--- src/sv/assert_macros.svh ---
// ----------------------------------------------------------------------------
// assert_macros.svh
// Shared concurrent assertion macros, clocked on i_clk, off during reset.
// ----------------------------------------------------------------------------
`ifndef ASSERT_MACROS_SVH
`define ASSERT_MACROS_SVH

// Same-cycle implication
`define ASSERT_IMPL(label, ante, cons) \
    label: assert property (@(posedge i_clk) disable iff (!i_rst_n) (ante) |-> (cons)) \
        else $error("assertion failed");

// Next-cycle implication
`define ASSERT_NEXT(label, ante, cons) \
    label: assert property (@(posedge i_clk) disable iff (!i_rst_n) (ante) |=> (cons)) \
        else $error("assertion failed");

`endif

--- src/sv/hti_pkg.sv ---
// ----------------------------------------------------------------------------
// hti_pkg
// Shared types, constants and helpers of the heightmap interpolation block.
// ----------------------------------------------------------------------------
package hti_pkg;

    localparam int MAX_CELLS = 64;
    localparam int FB        = 8;
    localparam int DEPTH     = (MAX_CELLS + 1) * (MAX_CELLS + 1);
    localparam int AW        = $clog2(DEPTH);
    localparam int CW        = 7;
    localparam int HW        = 24;
    localparam int CSW       = 20;
    localparam int HFW       = 16;
    localparam int NUM_W     = 36;
    localparam int DEN_W     = CSW + 1;
    localparam int QDEPTH    = 2;
    localparam int QAW       = 1;
    localparam int SUM_W     = 10;

    // Reciprocal of 3 for the channel average: exact for values below 2^19
    localparam int RECIP_SH  = 19;
    localparam logic [17:0] RECIP3 = 18'((2 ** RECIP_SH + 1) / 3);

    localparam logic signed [HW-1:0] H_MAX = 24'sh7FFFFF;
    localparam logic signed [HW-1:0] H_MIN = -24'sh800000;

    // Register indexes
    localparam logic [2:0] REG_COLS = 3'd0;
    localparam logic [2:0] REG_ROWS = 3'd1;
    localparam logic [2:0] REG_CS   = 3'd2;
    localparam logic [2:0] REG_HF   = 3'd3;

    localparam logic OP_LOAD  = 1'b0;
    localparam logic OP_QUERY = 1'b1;

    // Effective configuration
    typedef struct packed {
        logic [CW-1:0]  cols;
        logic [CW-1:0]  rows;
        logic [CSW-1:0] cs;
        logic [HFW-1:0] hf;
    } t_cfg;

    // One classified item in the queue
    typedef struct packed {
        logic              is_query;
        logic [SUM_W-1:0]  sum;
        logic              wr_ok;
        logic [AW-1:0]     widx;
        logic signed [HW-1:0] x;
        logic signed [HW-1:0] z;
    } t_job;

    // Clamp a cell count to 1..MAX_CELLS
    function automatic logic [CW-1:0] eff_cells(input logic [CW-1:0] v);
        logic [CW-1:0] r;
        if (v == '0) begin
            r = CW'(1);
        end else if (v > CW'(MAX_CELLS)) begin
            r = CW'(MAX_CELLS);
        end else begin
            r = v;
        end
        return r;
    endfunction

endpackage

--- src/sv/hti_front.sv ---
// ----------------------------------------------------------------------------
// hti_front
// Accepts items, classifies loads and queries, and queues them for the back.
// ----------------------------------------------------------------------------
`include "assert_macros.svh"

module hti_front (
    input  logic                          i_clk,
    input  logic                          i_rst_n,
    input  hti_pkg::t_cfg                 i_cfg,
    input  logic                          i_valid,
    output logic                          o_stall,
    input  logic                          i_opcode,
    input  logic [hti_pkg::CW-1:0]        i_vertex_row,
    input  logic [hti_pkg::CW-1:0]        i_vertex_column,
    input  logic [7:0]                    i_red,
    input  logic [7:0]                    i_green,
    input  logic [7:0]                    i_blue,
    input  logic signed [hti_pkg::HW-1:0] i_query_x,
    input  logic signed [hti_pkg::HW-1:0] i_query_z,
    output logic                          o_job_valid,
    output hti_pkg::t_job                 o_job,
    input  logic                          i_pop
);

    hti_pkg::t_job r_q [hti_pkg::QDEPTH];
    logic [hti_pkg::QAW-1:0] r_wp, r_rp;
    logic [hti_pkg::QAW:0]   r_cnt;
    hti_pkg::t_job w_job;
    logic          w_push;
    logic [13:0]   w_idx;

    assign o_stall     = (r_cnt == (hti_pkg::QAW+1)'(hti_pkg::QDEPTH));
    assign w_push      = i_valid && !o_stall;
    assign o_job_valid = (r_cnt != '0);
    assign o_job       = r_q[r_rp];

    // Classify: channel sum, write target and grid check for loads
    always_comb begin
        w_idx = 14'(i_vertex_row) * 14'(i_cfg.cols + 7'd1) + 14'(i_vertex_column);
        w_job.is_query = (i_opcode == hti_pkg::OP_QUERY);
        w_job.sum      = 10'(i_red) + 10'(i_green) + 10'(i_blue);
        w_job.wr_ok    = (i_vertex_row <= i_cfg.rows) && (i_vertex_column <= i_cfg.cols);
        w_job.widx     = w_idx[hti_pkg::AW-1:0];
        w_job.x        = i_query_x;
        w_job.z        = i_query_z;
    end

    // Queue storage
    always_ff @(posedge i_clk) begin
        if (w_push) begin
            r_q[r_wp] <= w_job;
        end
    end

    // Queue pointers
    always_ff @(posedge i_clk) begin
        if (!i_rst_n) begin
            r_wp  <= '0;
            r_rp  <= '0;
            r_cnt <= '0;
        end else begin
            if (w_push) begin
                r_wp <= r_wp + 1'b1;
            end
            if (i_pop) begin
                r_rp <= r_rp + 1'b1;
            end
            if (w_push && !i_pop) begin
                r_cnt <= r_cnt + 1'b1;
            end else if (!w_push && i_pop) begin
                r_cnt <= r_cnt - 1'b1;
            end
        end
    end

    `ASSERT_IMPL(a_cnt_max, 1'b1, r_cnt <= (hti_pkg::QAW+1)'(hti_pkg::QDEPTH))
    `ASSERT_IMPL(a_pop_nonempty, i_pop, r_cnt != '0)
    `ASSERT_NEXT(a_push_count, w_push && !i_pop, r_cnt == $past(r_cnt) + 1'b1)

endmodule

--- config.mk ---
export PLATFORM = sky130hd
export DESIGN_NAME = hti_front
export DESIGN_NICKNAME = d
export VERILOG_FILES = /design/src/sv/hti_pkg.sv /design/src/sv/hti_front.sv
export VERILOG_INCLUDE_DIRS = /design/src /design/src/sv
export SDC_FILE = /design/constraint.sdc
export NUM_CORES = 1
export LEC_CHECK = 0
export BUFFER_PORTS_ARGS = -buffer_cell sky130_fd_sc_hd__buf_2
export CAP_MARGIN = 0
export CORE_ASPECT_RATIO = 2
export CORE_MARGIN = 3
export CORE_UTILIZATION = 25
export DETAILED_ROUTE_END_ITERATION = 8
export GPL_ROUTABILITY_DRIVEN = 0
export PLACE_DENSITY = 0.54
export SLEW_MARGIN = 20
export SYNTH_ARGS = -nofsm -noshare
export SYNTH_HDL_FRONTEND = slang
export SYNTH_SLANG_ARGS = --single-unit
--- constraint.sdc ---
create_clock -name i_clk -period 7.55 [get_ports i_clk]
set_input_delay 1.51 -clock i_clk [delete_from_list [all_inputs] [get_ports i_clk]]
set_output_delay 1.51 -clock i_clk [all_outputs]
set_load 0.005 [all_outputs]
# == Word level (Yosys, flattened, before mapping) ==
# Memories as Yosys holds them, arrays and structs flattened. A register that Yosys moved wholly into a read port is not among the register bits.
# Index checks and enable logic that the tools add are counted.
# totals
mem_count,1
ramBits,146
register_bits,4
output_inout_bits,75
# mem_list
memory,depth,word_bits,rd,rd_ports_with_merged_regs,write_ports,line,text
r_q,2,73,1,1,1,hti_front.sv:26,hti_pkg::t_job r_q [hti_pkg::QDEPTH];
# classes
reduce_logical,9
eq_ne,1
n_mux,6
n_lt_le_gt_ge,2
addsub,8
multipliers,1
# ops
op,n
less-or-equal comparator 7 bit,2
adder 13 x 7 -> 13 bit,1
multiplier 7 x 8 -> 13 bit,1
adder 9 x 8 -> 10 bit,1
adder 8 x 8 -> 9 bit,1
"adder 7 x 1 -> 8 bit, second input constant",1
logical AND 1 bit,4
two-way mux 1 bit,4
two-way mux 2 bit,2
nonzero test 2 bit,2
zero test 1 bit,3
"adder 1 bit, second input constant",2
"adder 2 x 1 -> 2 bit, second input constant",1
"== test 2 bit, second input constant",1
"subtractor 2 x 1 -> 2 bit, second input constant",1

# == Logic depth before layout (Yosys ltp) ==
# logic_depth
depth_word,7
ltp_mapped,18
depth_no_buf,18

# == Worst setup path before layout ==
# No wires, ideal clock.
# synth_path
path_kind,input port to flip-flop
startpoint,in i_cfg[43] (netlist bit)
endpoint,"mem r_q[0][60] (netlist bit), data pin"
setup_slack_ps,1614
setup_ps,266
n_path_buf,0
required_ps,7284
stages,16
arrival_ps,5670
cell_sequence,ha_1 > nand3_1 > xnor2_1 > nand2_1 > fa_1 > inv_1 > fa_1 > fa_1 > inv_1 > fa_1 > inv_1 > ha_1 > or4_1 > o21ai_0 > o21ai_0 > xnor2_1
# synth_via
elab_chain_cells,3
# synth_lines
element,line,text
start: declaration,hti_front.sv:10,"input hti_pkg::t_cfg i_cfg,"
adder 7 x 1 -> 8 bit,hti_front.sv:40,w_idx = 14'(i_vertex_row) * 14'(i_cfg.cols + 7'd1) + 14'(i_vertex_column);
multiplier 7 x 8 -> 13 bit,hti_front.sv:40,
adder 13 x 7 -> 13 bit,hti_front.sv:40,
net w_idx[12],hti_front.sv:31,logic [13:0] w_idx;
end: declaration,hti_front.sv:26,
# The timed path passes the listed nets, and every way through them passes these cells.

# == Worst setup path after layout ==
# Same ends and word-level chain as after synthesis.

==> qor.csv <==
metric;value;unit
outcome;completed;
Final period util;81.0;%
sequential area share after synthesis;54.2;%
cell row count;93;
Initial DRC Count;159;
Die Y;263;um
vias in the first global route;5572;
fin nets;1024;
Yosys cell types;40;
top post-synthesis cells by area;edfxtp_1 (53%), fa_1 (11%), mux2_2 (9.9%);
HP Class;reg2reg;
leading area contributor after synthesis;edfxtp_1;
postcts setup bufs;0;
yosys warns;0;
Layout area overhead;24.8;%
Main synth FF type;edfxtp_1;
Total GRT Usage;10.7;%
CTS Buf Count;17;
drt first pass iters;4;
Post-Syn Area;8270;sq um
IO buf count;179;
Buf+Inv Stages, Crit Path;4;
crit-path max cell delay;550;ps
total gr overflow;0;
Max Cap Violations;0;
vias;5077;
fraction of layout cells with a size suffix above 1;37.7;%
final hold violation count;0;
Longest Clk Path Bufs;2;
leak pwr;0.00430;uW
Post-synth EDFFs;146;
Final Slew Violations;0;
Final setup viols;0;
CP Class;in2reg;
Worst Hold Slack;533;ps
RSZ-0062 raised after global routing;no;
crit-path max FO;12;
PwrDens;280;nW/um^2
number of hold buffers added after cts;0;
post-cts sizing count;0;
post-DP HPWL;14.2;mm
Root Driver;clkbuf_16;
maximum clock rate;163;MHz
num ports;216;
CTS H-tree depth;4;
area share of the largest cell type after synthesis;53.0;%
largest net degree at the start of global routing;74;
first-pass GRT wire length;28.9;mm
Final ANT Viol Nets;0;
Syn Area/Cell;13.9;sq um
Least-Margin Pin Slew;1070;ps
TNS Setup;0;ps
Die Area;35400;sq um
critical path required time;7710;ps
Worst EP arrival;6280;ps
synthesized instance count;594;
CP top delay family;adder cells;
CP dominant cell by count;fa_1;
drt wl/cell;15.0;um
Layout fillers;3280;
width of the die;135;um
skew final;8.73;ps
Max IR drop VDD;0.000107;V
worst-path cell chain;buf_2, ha_1, xor2_1, nand2_1, fa_1, fa_1, inv_1, fa_1, inv_1, fa_1, inv_1, ha_1, or4_1, o21ai_0, o21ai_0, xnor2_1;
core area;32500;sq um
via/cell ratio;4.13;
crit path capture type;register;
Worst Setup Start Kind;input port;
initial core utilization;25.5;%
Clk Latency, worst-skew pair;420;ps
Yosys reg bits;151;
worst rel slew slack;28.8;%
CTS tree;done;
Post-Syn Nets;831;
WL final;18.4;mm
async set or reset register ratio after synthesis;0;%
Slowest cell on crit path;fa_1;
clk slew on worst S/H paths;60;ps
TritonCTS Sinks;151;
# DRC;0;
minimum clock period;6120;ps
initial antenna violation count;2;
sequential cells by signal (all words and copies together), names as in the netlist, named ones only:
signal  cells
r_rp        1
r_cnt       2
r_wp        1
r_q       146
synthesized netlist by cell type (2+ instances only):
| library cell | count |
|---|---|
| fa_1 | 44 |
| o21a_1 | 4 |
| and2_1 | 19 |
| nand2b_1 | 4 |
| or2_2 | 2 |
| o21ai_0 | 15 |
| xnor2_2 | 2 |
| nand3_1 | 7 |
| and2_2 | 4 |
| xnor2_1 | 18 |
| nor3_1 | 4 |
| a21boi_0 | 3 |
| nand4_1 | 2 |
| inv_1 | 94 |
| nor2_1 | 13 |
| a21oi_1 | 9 |
| edfxtp_1 | 146 |
| buf_2 | 7 |
| clkbuf_1 | 2 |
| mux2_2 | 73 |
| a21o_1 | 3 |
| nor2b_1 | 9 |
| dfxtp_1 | 5 |
| ha_1 | 52 |
| nand2_1 | 34 |
| xor2_1 | 5 |
metal layers:
| layer | track usage (%) | share of wire [%] |
|---|---|---|
| met5 | 0 | 0 |
| met4 | 6.12 | 3.4 |
| met3 | 1.82 | 3.2 |
| met2 | 21.6 | 61 |
| met1 | 9.38 | 33 |
path summary, 6_finish.rpt:
| kind | from | slack [ps] | cells past startpoint | endpoint |
|---|---|---|---|---|
| setup / recovery | i_cfg[43] | 1430 | 16 | r_q[0][60] |
| hold / removal | r_cnt[1] | 530 | 2 | r_cnt[1] |
| setup reg to reg | r_cnt[0] | 5340 | 5 | r_q[0][2] |
| hold reg to reg | r_cnt[1] | 530 | 2 | r_cnt[1] |
worst min-delay path: cells and delay by family, from the launching register on:
kind / cells / cell delay (ps)
flip-flops: 1 / 330
AO/OA/AOI/OAI: 2 / 160
stage by stage:
stage | setup WS [ps] | power [uW] | instances | util [%] | cell area, sq um
6_report | 1430 | 2890 | 1228 | 31.8 | 10300
5_1_grt | 1070 | 3110 | 1228 | 31.8 | 10300
4_1_cts | 1360 | 2950 | 1225 | 31.7 | 10300
3_5_place_dp | 905 | 2070 | 1194 | 29.9 | 9700
3_3_place_gp | 942 | 2050 | 1194 | 29.9 | 9700
2_1_floorplan | 1610 | 1770 | 594 | - | 8270
where the power goes:
part	leakage, uW	total [uW]	internal (uW)	switching (uW)
logic	0.00260	877	399	478
clock network	0.000286	857	520	338
registers	0.00141	1160	1120	40.2
total	0.00430	2890	2040	855
area by class of cell:
class	count	area [sq um]	area share [%]
diodes	2	5.00	0.0485
clock buffers	17	425	4.12
clock inverters	14	175	1.70
inverters	94	353	3.42
multi-input cells	340	3400	33.0
flip-flops and latches	151	4490	43.5
well taps	427	534	5.18
repair buffers	183	938	9.09
cell usage in the layout, fill, tap and decap left out, types with 3 or more instances in the layout:
cell / Yosys / final
bufinv_16: 0 / 3
nor2_1: 13 / 12
clkbuf_16: 0 / 17
nand2_1: 34 / 34
clkinv_4: 0 / 4
a21boi_0: 3 / 3
clkinvlp_4: 0 / 3
a21o_1: 3 / 3
buf_2: 7 / 179
fa_1: 44 / 44
dfxtp_1: 5 / 4
nor2b_1: 9 / 9
mux2_2: 73 / 73
inv_1: 94 / 94
nand2b_1: 4 / 4
ha_1: 52 / 52
o21a_1: 4 / 4
o21ai_0: 15 / 15
nor3_1: 4 / 4
nand3_1: 7 / 7
edfxtp_1: 146 / 146
a21oi_1: 9 / 9
and2_2: 4 / 4
xor2_1: 5 / 5
and2_1: 19 / 19
xnor2_1: 18 / 18
buf_4: 0 / 3
kinds of logic (layout without fill, tap and decap cells):
group                    count (synthesis)  count (layout)  synth area share (%)
flip-flops                             151             151                  54.2
AND/OR/NAND/NOR                        106             106                  6.79
buffers and inverters                  103             308                  4.78
adder cells (fa/ha/maj)                 96              96                  18.5
multiplexers                            73              73                  9.94
AO/OA/AOI/OAI                           40              40                  2.93
XOR/XNOR                                25              25                  2.83
other                                    0               2                     0
No activity file was read; power rests on OpenSTA's default activity.
